$ cat src/opi_pkg.sv
// Shared constants and the arctangent table for the odometry pose integrator.
`timescale 1ns / 1ps

package opi_pkg;

  localparam int POS_W   = 32;            // Q16.16 position
  localparam int ANG_W   = 16;            // binary angle, full turn = 2^16
  localparam int DLT_W   = POS_W + 1;     // exact position difference
  localparam int XY_W    = 36;            // rotation datapath, covers CORDIC growth
  localparam int Z_W     = 34;            // residual angle, full turn = 2^32
  localparam int GAIN_W  = 16;            // gain factor in Q0.16
  localparam int ACC_W   = XY_W + GAIN_W; // gain product
  localparam int SUM_W   = XY_W + 1;      // estimate plus rotated delta
  localparam int ATAN_LEN = 24;
  localparam int IDX_W   = $clog2(ATAN_LEN);

  localparam logic [GAIN_W-1:0] GAIN_Q16 = 16'd39797;
  localparam logic [ACC_W-1:0]  ROUND_HALF = ACC_W'(32768);
  localparam logic signed [ANG_W-1:0] QUARTER_TURN = 16'sd16384;

  // atan(2^-i) in 2^32-per-turn units
  function automatic logic signed [Z_W-1:0] atan_entry(input logic [IDX_W-1:0] idx);
    logic signed [Z_W-1:0] v;
    v = '0;
    case (idx)
      5'd0:  v = 34'sd536870912;
      5'd1:  v = 34'sd316933406;
      5'd2:  v = 34'sd167458907;
      5'd3:  v = 34'sd85004756;
      5'd4:  v = 34'sd42667331;
      5'd5:  v = 34'sd21354465;
      5'd6:  v = 34'sd10679838;
      5'd7:  v = 34'sd5340245;
      5'd8:  v = 34'sd2670163;
      5'd9:  v = 34'sd1335087;
      5'd10: v = 34'sd667544;
      5'd11: v = 34'sd333772;
      5'd12: v = 34'sd166886;
      5'd13: v = 34'sd83443;
      5'd14: v = 34'sd41722;
      5'd15: v = 34'sd20861;
      5'd16: v = 34'sd10430;
      5'd17: v = 34'sd5215;
      5'd18: v = 34'sd2608;
      5'd19: v = 34'sd1304;
      5'd20: v = 34'sd652;
      5'd21: v = 34'sd326;
      5'd22: v = 34'sd163;
      5'd23: v = 34'sd81;
      default: v = '0;
    endcase
    return v;
  endfunction

endpackage

$ cat src/odometry_pose_integrator.sv
// Planar dead-reckoning pose integrator with iterative rotation and bit-serial gain.
`timescale 1ns / 1ps

// Each input beat is an odometry report (tuser = 0) or a rearm command (tuser = 1);
// each beat yields exactly one output beat with the current pose estimate. The
// first report after reset or rearm copies the reported pose into the estimate;
// later reports rotate the reported position change by (estimated heading minus
// previous reported yaw) and add it with saturation, while the yaw change is added
// to the heading modulo a full turn. Items are handled one at a time. A rearm or a
// first report goes from accept straight to the FINISH state, where it commits into
// the output register. Any other report passes through ROTATION_STEPS steps in the
// shared CORDIC add/subtract unit, the gain multiplier, which consumes the constant
// 0.60725 one bit per cycle, a rounding step and a saturating add. The input is
// ready again the cycle after the output register loads, so a new report is taken
// only once the last one is through. The output register holds a finished beat
// while the next item is accepted and worked on; a finished item waits only if
// that beat is still not taken. ROTATION_STEPS above 24 behaves as 24.
module odometry_pose_integrator
  import opi_pkg::*;
#(
  parameter int ROTATION_STEPS = 16
) (
  input  logic        clk,
  input  logic        rst,
  input  logic        s_tvalid,
  output logic        s_tready,
  input  logic [79:0] s_tdata,   // odom_x[31:0], odom_y[63:32], odom_yaw[79:64]
  input  logic        s_tuser,   // mode: 0 report, 1 rearm
  output logic        m_tvalid,
  input  logic        m_tready,
  output logic [79:0] m_tdata,   // pose_x_out[31:0], pose_y_out[63:32], heading[79:64]
  output logic        m_tuser    // initialised
);

  localparam int STEPS = (ROTATION_STEPS > ATAN_LEN) ? ATAN_LEN : ROTATION_STEPS;
  localparam logic [IDX_W-1:0] LAST_STEP = IDX_W'(STEPS - 1);
  localparam int GCNT_W = $clog2(GAIN_W);

  typedef enum logic [2:0] {IDLE, ROTATE, GAIN, ROUND, FINISH} state_t;
  typedef enum logic [1:0] {KIND_REARM, KIND_FIRST, KIND_UPDATE} kind_t;

  state_t state;
  kind_t  kind;

  // Estimator state
  logic                     awaiting_first;
  logic signed [POS_W-1:0]  prev_x, prev_y, est_x, est_y;
  logic signed [ANG_W-1:0]  prev_yaw, est_heading;

  // Captured report
  logic signed [POS_W-1:0]  in_x, in_y;
  logic signed [ANG_W-1:0]  in_yaw;

  // Rotation and gain datapath
  logic signed [XY_W-1:0]   x, y;
  logic signed [Z_W-1:0]    z;
  logic [IDX_W-1:0]         step;
  logic signed [ACC_W-1:0]  acc_x, acc_y;
  logic [GAIN_W-1:0]        gsr;
  logic [GCNT_W-1:0]        gcnt;

  // Input side decode
  logic signed [POS_W-1:0]  ox, oy;
  logic signed [ANG_W-1:0]  oyaw, ang, ang_fold;
  logic signed [DLT_W-1:0]  dx, dy;
  logic                     fold;

  assign ox   = s_tdata[31:0];
  assign oy   = s_tdata[63:32];
  assign oyaw = s_tdata[79:64];
  assign dx   = {ox[POS_W-1], ox} - {prev_x[POS_W-1], prev_x};
  assign dy   = {oy[POS_W-1], oy} - {prev_y[POS_W-1], prev_y};
  assign ang  = est_heading - prev_yaw;
  // Fold the angle into [-quarter, +quarter] turn by a half-turn flip
  assign fold = (ang > QUARTER_TURN) || (ang < -QUARTER_TURN);
  assign ang_fold = fold ? (ang ^ 16'sh8000) : ang;

  // One CORDIC micro-rotation
  logic signed [XY_W-1:0]   xs, ys;
  logic signed [Z_W-1:0]    atan_v;
  assign xs     = x >>> step;
  assign ys     = y >>> step;
  assign atan_v = atan_entry(step);

  // Gain digit: the current multiplier bit selects the operand
  logic signed [ACC_W-1:0]  x_ext, y_ext, acc_x_next, acc_y_next;
  assign x_ext = ACC_W'(x);
  assign y_ext = ACC_W'(y);
  assign acc_x_next = (acc_x <<< 1) + (gsr[GAIN_W-1] ? x_ext : '0);
  assign acc_y_next = (acc_y <<< 1) + (gsr[GAIN_W-1] ? y_ext : '0);

  // Round half up and drop the 16 fraction bits
  logic signed [ACC_W-1:0]  rnd_x, rnd_y;
  assign rnd_x = (acc_x + $signed(ROUND_HALF)) >>> GAIN_W;
  assign rnd_y = (acc_y + $signed(ROUND_HALF)) >>> GAIN_W;

  // Saturating update of the estimate
  function automatic logic signed [POS_W-1:0] sat_add(input logic signed [POS_W-1:0] a,
                                                      input logic signed [XY_W-1:0]  b);
    logic signed [SUM_W-1:0] s;
    logic signed [SUM_W-1:0] hi, lo;
    hi = SUM_W'(32'sh7fffffff);
    lo = -hi - SUM_W'(1);
    s  = SUM_W'(a) + SUM_W'(b);
    if (s > hi) begin
      return 32'sh7fffffff;
    end else if (s < lo) begin
      return 32'sh80000000;
    end
    return s[POS_W-1:0];
  endfunction

  logic signed [POS_W-1:0]  upd_x, upd_y;
  logic signed [ANG_W-1:0]  upd_heading;
  logic                     out_free;

  assign upd_x       = sat_add(est_x, x);
  assign upd_y       = sat_add(est_y, y);
  assign upd_heading = est_heading + in_yaw - prev_yaw;
  assign out_free    = !m_tvalid || m_tready;
  assign s_tready    = (state == IDLE);

  always_ff @(posedge clk) begin
    if (rst) begin
      state          <= IDLE;
      kind           <= KIND_REARM;
      m_tvalid       <= 1'b0;
      awaiting_first <= 1'b1;
      prev_x         <= '0;
      prev_y         <= '0;
      prev_yaw       <= '0;
      est_x          <= '0;
      est_y          <= '0;
      est_heading    <= '0;
      step           <= '0;
      gcnt           <= '0;
    end else begin
      // Drop the output beat once taken, unless a commit reloads it this cycle
      if (m_tvalid && m_tready && (state != FINISH)) begin
        m_tvalid <= 1'b0;
      end

      unique case (state)
        IDLE: begin
          if (s_tvalid) begin
            in_x   <= ox;
            in_y   <= oy;
            in_yaw <= oyaw;
            if (s_tuser) begin
              kind  <= KIND_REARM;
              state <= FINISH;
            end else if (awaiting_first) begin
              kind  <= KIND_FIRST;
              state <= FINISH;
            end else begin
              kind  <= KIND_UPDATE;
              x     <= fold ? -XY_W'(dx) : XY_W'(dx);
              y     <= fold ? -XY_W'(dy) : XY_W'(dy);
              z     <= {{(Z_W-ANG_W-16){ang_fold[ANG_W-1]}}, ang_fold, 16'b0};
              step  <= '0;
              state <= ROTATE;
            end
          end
        end

        ROTATE: begin
          if (!z[Z_W-1]) begin
            x <= x - ys;
            y <= y + xs;
            z <= z - atan_v;
          end else begin
            x <= x + ys;
            y <= y - xs;
            z <= z + atan_v;
          end
          step <= step + IDX_W'(1);
          if (step == LAST_STEP) begin
            acc_x <= '0;
            acc_y <= '0;
            gsr   <= GAIN_Q16;
            gcnt  <= '0;
            state <= GAIN;
          end
        end

        GAIN: begin
          acc_x <= acc_x_next;
          acc_y <= acc_y_next;
          gsr   <= gsr << 1;
          gcnt  <= gcnt + GCNT_W'(1);
          if (gcnt == GCNT_W'(GAIN_W - 1)) begin
            state <= ROUND;
          end
        end

        ROUND: begin
          x     <= rnd_x[XY_W-1:0];
          y     <= rnd_y[XY_W-1:0];
          state <= FINISH;
        end

        FINISH: begin
          // Hold until the output register is free, then commit and emit
          if (out_free) begin
            m_tvalid <= 1'b1;
            state    <= IDLE;
            case (kind)
              KIND_REARM: begin
                awaiting_first <= 1'b1;
                m_tdata        <= {est_heading, est_y, est_x};
                m_tuser        <= 1'b0;
              end
              KIND_FIRST: begin
                awaiting_first <= 1'b0;
                prev_x         <= in_x;
                prev_y         <= in_y;
                prev_yaw       <= in_yaw;
                est_x          <= in_x;
                est_y          <= in_y;
                est_heading    <= in_yaw;
                m_tdata        <= {in_yaw, in_y, in_x};
                m_tuser        <= 1'b1;
              end
              default: begin
                prev_x         <= in_x;
                prev_y         <= in_y;
                prev_yaw       <= in_yaw;
                est_x          <= upd_x;
                est_y          <= upd_y;
                est_heading    <= upd_heading;
                m_tdata        <= {upd_heading, upd_y, upd_x};
                m_tuser        <= 1'b1;
              end
            endcase
          end
        end

        default: state <= IDLE;
      endcase
    end
  end

  // A commit always presents a beat whose flag matches the new arming state
  assert property (@(posedge clk) disable iff (rst)
    (state == FINISH && out_free) |=> (m_tvalid && (m_tuser == !awaiting_first)))
    else $error("output flag does not follow arming state");

  // Rearm and first reports skip the arithmetic
  assert property (@(posedge clk) disable iff (rst)
    (s_tvalid && s_tready && (s_tuser || awaiting_first)) |=> (state == FINISH))
    else $error("short item did not go straight to commit");

  // The folded start angle lies within a quarter turn
  assert property (@(posedge clk) disable iff (rst)
    (state == ROTATE && step == '0) |->
      (z <= 34'sd1073741824 && z >= -34'sd1073741824))
    else $error("rotation angle not folded");

  // The step counter never runs past the table
  assert property (@(posedge clk) disable iff (rst)
    (state == ROTATE) |-> (step <= LAST_STEP))
    else $error("rotation step out of range");

  // A report that needs rotation passes through the gain stage before commit
  assert property (@(posedge clk) disable iff (rst)
    (state == ROUND) |-> ($past(state) == GAIN))
    else $error("rounding entered without gain pass");

endmodule
$ cat config.mk
export PLATFORM = sky130hd
export DESIGN_NAME = odometry_pose_integrator
export DESIGN_NICKNAME = d
export VERILOG_FILES = /design/src/opi_pkg.sv /design/src/odometry_pose_integrator.sv
export SDC_FILE = /design/constraint.sdc
export NUM_CORES = 2
export LEC_CHECK = 0
export CORE_AREA = 2 2 316 318
export DETAILED_ROUTE_END_ITERATION = 10
export DIE_AREA = 0 0 318 320
export DONT_BUFFER_PORTS = 1
export GPL_TIMING_DRIVEN = 1
export PLACE_DENSITY_LB_ADDON = 0.1
export SYNTH_ARGS = -nofsm -noshare
export SYNTH_HDL_FRONTEND = slang
export SYNTH_SLANG_ARGS = --single-unit
export TNS_END_PERCENT = 5
$ cat constraint.sdc
create_clock -name clk -period 11.83 [get_ports clk]
set_input_delay 0 -clock clk [delete_from_list [all_inputs] [get_ports clk]]
set_output_delay 0 -clock clk [all_outputs]
set_load 0.02 [all_outputs]
After elaboration in Yosys (flattened, before gate mapping)

Memory sizes are Yosys's and may differ from the RTL's. A register that Yosys moved wholly into a read port is not among the register bits.
Cells that the tools add are included.

Bits in read-only memories: 960
Memories: 1
Word-level logic and storage cells: 153
Input bits: 85
Output and inout bits: 83
Bits in registers: 563

Memories:

| memory          | depth | width | rd ports | clocked after memory_dff | write ports | RTL line      | source |
|---|---|---|---|---|---|---|---|
| (no name shown) | 32    | 30    | 1        | 1                        | 0           | opi_pkg.sv:25 | `case (idx)` |

Mux-type cells: 61
Bitwise logic cells: 3
Reduce and logical (&&, ||, !) cells: 22
Shifts and indexed selects: 2
Equality and inequality tests: 14
Add/sub/neg operators: 21
Magnitude comparators: 6

Operators with widths:

| kind                                                                   | count |
|---|---|
| 36-bit 2-to-1 mux                                                      | 10 |
| 36-bit case mux with 3 select lines                                    | 2 |
| 52-bit case mux with 2 select lines                                    | 2 |
| 32-bit 2-to-1 mux                                                      | 6 |
| 80-bit case mux with 2 select lines                                    | 1 |
| 52-bit 2-to-1 mux                                                      | 3 |
| 34-bit 2-to-1 mux                                                      | 4 |
| 32-bit case mux with 2 select lines                                    | 2 |
| 52-bit by 17-bit adder with 52-bit output, second input constant       | 2 |
| 52-bit adder                                                           | 2 |
| 32-bit by 36-bit adder with 37-bit output                              | 2 |
| 37-bit by 32-bit > comparator with 1-bit output, second input constant | 2 |
| 37-bit by 32-bit < comparator with 1-bit output, second input constant | 2 |
| 36-bit adder                                                           | 2 |
| 33-bit negator with 36-bit output                                      | 2 |
| 36-bit by 5-bit >>> shifter with 36-bit output                         | 2 |
| 36-bit subtractor                                                      | 2 |
| 34-bit case mux with 2 select lines                                    | 1 |
| 32-bit by 32-bit subtractor with 33-bit output                         | 2 |
| 16-bit case mux with 2 select lines                                    | 2 |
| 34-bit adder                                                           | 1 |
| 34-bit subtractor                                                      | 1 |
| 16-bit 2-to-1 mux                                                      | 2 |
| 16-bit subtractor                                                      | 2 |
| other kinds (34)                                                       | 70 |

Longest topological paths before layout

Depth in word-level cells: 8
Mapped depth: 30
Gate-level depth less buffers: 25

Least setup slack after synthesis

Ideal clock, no wire load.

Path type: reg2reg
From: reg step[2]
To: reg acc_x[0] (enable)
Arrival time: 7.302 ns
Slack: 3.927 ns
Data required time: 11.229 ns
Path buffers: 6
Clock period less this slack: 7.903 ns
Library setup time: 0.601 ns
Stages on the path, launching flop included: 11
Path through: dfxtp_1 > buf_2 > buf_2 > clkbuf_1 > buf_2 > clkbuf_1 > buf_1 > and3_1 > ha_1 > a21oi_1 > nor2_1

Longest elaborated chain between the ends: 3

RTL lines:

| item                                     | RTL line                        | source |
|---|---|---|
| start, declared                          | odometry_pose_integrator.sv:57  | `logic [IDX_W-1:0] step;` |
| start signal, assigned                   | odometry_pose_integrator.sv:176 | `step <= step + IDX_W'(1);` |
| 5-bit by 4-bit == test with 1-bit output | odometry_pose_integrator.sv:177 | `if (step == LAST_STEP) begin` |
| 2-bit inequality test (no line)          | -                               |  |
| 3-bit AND reduction (no line)            | -                               |  |
| end signal, assigned                     | odometry_pose_integrator.sv:187 | `acc_x <= acc_x_next;` |
| end, declared                            | odometry_pose_integrator.sv:58  | `logic signed [ACC_W-1:0] acc_x, acc_y;` |

No other way between the ends.
A chain may end at the register's enable or synchronous reset.

Final worst setup path

From: reg step[1]
To: reg x[35] (data pin)

Longest elaborated chain between the ends: 4
Elaborated cells on any way between the ends: 5
Classes of those cells: add/sub (2); shift (1); mux (2)

RTL lines:

| item                                               | RTL line                                                         | source |
|---|---|---|
| 36-bit by 5-bit >>> shifter with 36-bit output (*) | odometry_pose_integrator.sv:82                                   | `assign ys = y >>> step;` |
| 36-bit subtractor or 36-bit adder (tied branches)  | odometry_pose_integrator.sv:168, odometry_pose_integrator.sv:172 |  |
| 36-bit 2-to-1 mux (*)                              | odometry_pose_integrator.sv:167                                  | `if (!z[Z_W-1]) begin` |
| 36-bit case mux with 3 select lines (*)            | odometry_pose_integrator.sv:143                                  | `unique case (state)` |
| end signal, assigned                               | odometry_pose_integrator.sv:157                                  | `x <= fold ? -XY_W'(dx) : XY_W'(dx);` |
| end signal, assigned                               | odometry_pose_integrator.sv:168                                  | `x <= x - ys;` |
| end signal, assigned                               | odometry_pose_integrator.sv:172                                  | `x <= x + ys;` |
| end, declared                                      | odometry_pose_integrator.sv:55                                   | `logic signed [XY_W-1:0] x, y;` |

Every way passes the cells marked *; elsewhere a longest branch is shown, timed or not.

==> results by group <==
Place
  • Placed inst area: 54700 µm²
  • Port Buffer Count: 0
  • Placer congestion estimate: 1.02
  • Detailed placer's ending HPWL: 138000 µm
  • Number of cells after detailed placement: 7392

Yosys
  • Compound-cell area share of the yosys netlist: 23.4%
  • Share of synthesized area spent on multiplexers: 6.66%
  • Share of the synthesized netlist area taken by xor and xnor gates: 8.19%
  • Number of synthesis warnings: 0
  • Post-synthesis adder-cell area fraction: 9.98%
  • Synthesis-stage register bit count: 593
  • Leading register cell type out of synthesis: sky130_fd_sc_hd__edfxtp_1
  • Simple-gate share of the synthesized area: 18.1%
  • Library cell with the largest summed area after synthesis: sky130_fd_sc_hd__edfxtp_1
  • Number of library cell types mapped by synthesis: 102
  • Fraction of registers with async set/reset: 0%
  • Post-synthesis instance area: 53800 µm²
  • Post-Synthesis Cells: 6354
  • Avg Synthesized Cell Area: 8.47 µm²
  • Number of enable-type register cells in the synthesized netlist: 387
  • Synthesized netlist net count: 6853
  • Dominant combinational cell family by area after synthesis: compound AO/OA/AOI/OAI gates
  • Top post-synthesis cells by area: sky130_fd_sc_hd__edfxtp_1 22%, sky130_fd_sc_hd__ha_1 9.0%, sky130_fd_sc_hd__dfxtp_1 7.7%, sky130_fd_sc_hd__a21oi_1 5.5%, sky130_fd_sc_hd__nand2_1 4.7%
  • Part of the Yosys area used for sequential elements: 29.3%
  • Share of Yosys cell area claimed by the top area cell type: 21.6%

Clock network
  • CTS Buf Count: 72
  • Clock sink count: 593
  • Clock tree root driver cell: sky130_fd_sc_hd__clkbuf_16
  • Buffers from clock root to sink, at most: 3
  • Clk_lat worst skew: 680 ps
  • Buffer count from post-CTS setup fixing: 0
  • Max H-tree Level: 3
  • Resize count post-CTS: 0
  • Worst-path clk slew: 60 ps
  • TritonCTS clock tree: yes

Timing
  • Post-route fraction of the period consumed by the critical path: 69.0%
  • Worst-case clock skew: 48.4 ps
  • Min Tclk post-route: 8160 ps
  • Setup repair after global routing missed its margin: no
  • Final setup viols: 0
  • Hold violation total from the final report: 0
  • Highest achievable clock rate: 0.123 GHz
  • Slew at the pin with the worst max-slew slack: 1230 ps
  • Final setup TNS: 0 ps
  • Max transition margin: 17.8%
  • Max Transition Viols Final: 0

Run status
  • Result of the run: finished, final reports clean

Global routing
  • Initial antenna violation count: 5
  • Largest net degree at the start of global routing: 144
  • Remaining Overflow, GRT: 0
  • GRT Overall Usage: 36.3%
  • Vias in the first global route: 47500
  • Wire length of the first global-routing pass: 287000 µm

Finish
  • Number of nets in the finished design: 6827
  • Fraction of the core area covered by cells at the end of the flow: 59.9%
  • Area overhead of the layout relative to synthesis: 9.17%
  • Final standard cell area without fillers: 58700 µm²
  • Multi-input gate area in the final layout: 35800 µm²
  • Share of post-route cells with drive strength above 1: 6.04%
  • Count of non-filler cells in the finished layout: 7683
  • Number of fill cells: 8830
  • Register cell area after layout: 15800 µm²

Critical path
  • Worst-path fanout max: 65
  • Critical Path Source Type: register
  • Critical path required time: 12350 ps
  • Setup slack of the most critical reg-to-reg path: 3670 ps
  • Category of the critical setup timing path: register to register
  • Combined buffer and inverter count along the critical path: 1
  • Critical path depth: 21
  • Maximum cell stage delay along the critical path: 960 ps
  • Launch point of the critical path: step[1]$_SDFFE_PP0P_
  • Slowest cell on the critical path: sky130_fd_sc_hd__dfxtp_4
  • R2R cell count: 21
  • Ordered cell list for the critical path: buf_4 -> mux4_2 -> mux2i_1 -> nor2_1 -> nor4_1 -> ha_1 -> nand3_1 -> nor3_1 -> nor2_1 -> xor2_1 -> ha_1 -> nand2_1 -> o41ai_1 -> a211oi_1 -> o31ai_1 -> a2111oi_0 -> o31a_1 -> o21ai_0 -> xnor2_1 -> nand2_1 -> a21oi_1
  • Type of destination of the critical path: register
  • Beginning of the worst register-to-register path: step[1]$_SDFFE_PP0P_
  • Worst Setup EP: x[35]$_DFFE_PP_
  • End of the worst register-to-register path: x[35]$_DFFE_PP_
  • Critical Path AT: 8680 ps
  • Family of cells with the greatest summed delay on the critical path: compound AO/OA/AOI/OAI gates

Routing
  • Drt first-iter violations: 5222
  • Via total after detailed routing: 50500
  • Drt via density: 6.57
  • Final antenna-violating net count: 0
  • Drt total wl: 190000 µm
  • Remaining design rule violation count: 0
  • Drt pass-1 iters: 8
  • Average wire length per cell after detail routing: 24.7 µm

Floorplan
  • Number of rows in the core area: 115
  • Boundary pin count: 168
  • Die footprint: 102000 µm²
  • Die W: 318 µm
  • Area inside the core boundary: 98000 µm²
  • Chip height: 320 µm
  • Initial core utilization: 54.9%

Power
  • Leakage power figure: 22.6 nW
  • Max VDD drop: 0.172 mV
  • P per Cell Area: 131 nW/µm²

Hold path
  • Type of the worst min-delay path: primary input to register
  • Worst hold path stage count: 1

Job
  • Max_cap viols: 0
## synth_stat cells (all sizes together), types with 77 or more instances
| cell type | number |
|---|---|
| clkbuf | 242 |
| edfxtp | 387 |
| a21o | 157 |
| nand2 | 673 |
| xor2 | 236 |
| o211ai | 78 |
| nor3 | 133 |
| nand2b | 77 |
| a21oi | 597 |
| nand3 | 121 |
| dfxtp | 206 |
| nor2 | 503 |
| and3 | 78 |
| a31oi | 80 |
| and2 | 129 |
| o21ai | 373 |
| inv | 278 |
| mux2i | 144 |
| xnor2 | 267 |
| a211oi | 122 |
| ha | 389 |
## cells by family (layout without fill, tap and decap cells)
kind of cell | count (synthesis) | in the layout
and+or+nand+nor | 2045 | 2045
adders and majority gates | 414 | 414
buffers and inverters | 589 | 623
AOI/OAI and AO/OA | 1948 | 1948
muxes | 262 | 262
other | 0 | 8
xor gates and xnor gates | 503 | 503
DFF | 593 | 593
## layout make-up
class                           count  share of cell area (%)
Antenna cell                        8                  0.0341
Clock buffer                       92                    3.41
Clock inverter                     42                   0.848
Inverter                          280                    1.79
Multi-Input combinational cell   5172                    61.0
Sequential cell                   593                    26.8
Tap cell                         1287                    2.74
Timing Repair Buffer              209                    3.33
## placed cells by master (no fill, tap or decap), types with 75 or more instances in the layout
cell type / synthesis / final
sky130_fd_sc_hd__nand2b_1: 77 / 76
sky130_fd_sc_hd__nand2_1: 673 / 671
sky130_fd_sc_hd__a211oi_1: 122 / 122
sky130_fd_sc_hd__inv_1: 276 / 276
sky130_fd_sc_hd__nor2_1: 503 / 495
sky130_fd_sc_hd__clkbuf_16: 0 / 75
sky130_fd_sc_hd__xor2_1: 236 / 236
sky130_fd_sc_hd__nor3_1: 133 / 131
sky130_fd_sc_hd__o21ai_0: 368 / 368
sky130_fd_sc_hd__and2_1: 127 / 127
sky130_fd_sc_hd__xnor2_1: 267 / 267
sky130_fd_sc_hd__a21o_1: 156 / 156
sky130_fd_sc_hd__and3_1: 78 / 78
sky130_fd_sc_hd__o211ai_1: 78 / 78
sky130_fd_sc_hd__a21oi_1: 596 / 596
sky130_fd_sc_hd__nand3_1: 121 / 121
sky130_fd_sc_hd__dfxtp_1: 206 / 198
sky130_fd_sc_hd__ha_1: 389 / 389
sky130_fd_sc_hd__dlygate4sd3_1: 1 / 147
sky130_fd_sc_hd__mux2i_1: 144 / 144
sky130_fd_sc_hd__edfxtp_1: 387 / 387
sky130_fd_sc_hd__a31oi_1: 80 / 79
## flip-flops by register name, summed over array words and instances, names as in the netlist, 34 cells and up
signal / count
z: 34
m_tdata: 80
acc_y: 52
x: 36
acc_x: 52
y: 36
## worst reg2reg max path, stage by stage (launching register included)
cell                        delay, ps
sky130_fd_sc_hd__dfxtp_4          960
sky130_fd_sc_hd__buf_4            840
sky130_fd_sc_hd__mux4_2           690
sky130_fd_sc_hd__mux2i_1          230
sky130_fd_sc_hd__nor2_1            60
sky130_fd_sc_hd__nor4_1           590
sky130_fd_sc_hd__ha_1             320
sky130_fd_sc_hd__nand3_1          170
sky130_fd_sc_hd__nor3_1           250
sky130_fd_sc_hd__nor2_1            70
sky130_fd_sc_hd__xor2_1           170
sky130_fd_sc_hd__ha_1             320
sky130_fd_sc_hd__nand2_1           80
sky130_fd_sc_hd__o41ai_1          890
sky130_fd_sc_hd__a211oi_1         280
sky130_fd_sc_hd__o31ai_1          780
sky130_fd_sc_hd__a2111oi_0        320
sky130_fd_sc_hd__o31a_1           400
sky130_fd_sc_hd__o21ai_0          220
sky130_fd_sc_hd__xnor2_1          140
sky130_fd_sc_hd__nand2_1           70
sky130_fd_sc_hd__a21oi_1          140
## per-stage QoR
step,power [W],hold WS (ps),setup WS [ps]
final,0.00770,13.8,3670
after global routing,0.00805,3.99,3340
after CTS,0.00768,0.480,3900
after detailed placement,0.00526,98.9,3950
after global placement,0.00523,98.9,3960
after floorplan,0.00450,98.9,3930
## power by group
group | internal [W] | total, W | switching [W]
Sequential | 0.00242 | 0.00259 | 0.000162
Clock | 0.00137 | 0.00237 | 0.00100
Combinational | 0.00105 | 0.00274 | 0.00169
## layer usage
| metal | share of wire (%) | routed length, µm | global-route usage, % | vias up |
|---|---|---|---|---|
| met1 | 40 | 75300 | 44.9 | 24200 |
| met4 | 7.0 | 13300 | 21.5 | 4 |
| met3 | 7.5 | 14300 | 6.01 | 594 |
| met2 | 46 | 86900 | 59.5 | 2213 |
| met5 | 0.014 | 26 | 0 | - |
| li1 | - | - | - | 23500 |
## what timing repair did
action,CTS,global route
setup endpoints to repair,0,0
hold buffers,148,0
hold endpoints to repair,304,0
## worst min path at each step
stage | from | end
6_report | s_tdata[60] | in_y[28]$_DFFE_PP_
5_1_grt | s_tdata[60] | in_y[28]$_DFFE_PP_
2_1_floorplan | s_tdata[0] | in_x[0]$_DFFE_PP_
4_1_cts | s_tdata[20] | in_x[20]$_DFFE_PP_
3_3_place_gp | s_tdata[70] | in_yaw[6]$_DFFE_PP_
3_5_place_dp | s_tdata[67] | in_yaw[3]$_DFFE_PP_
(Power assumes the default switching activity.)
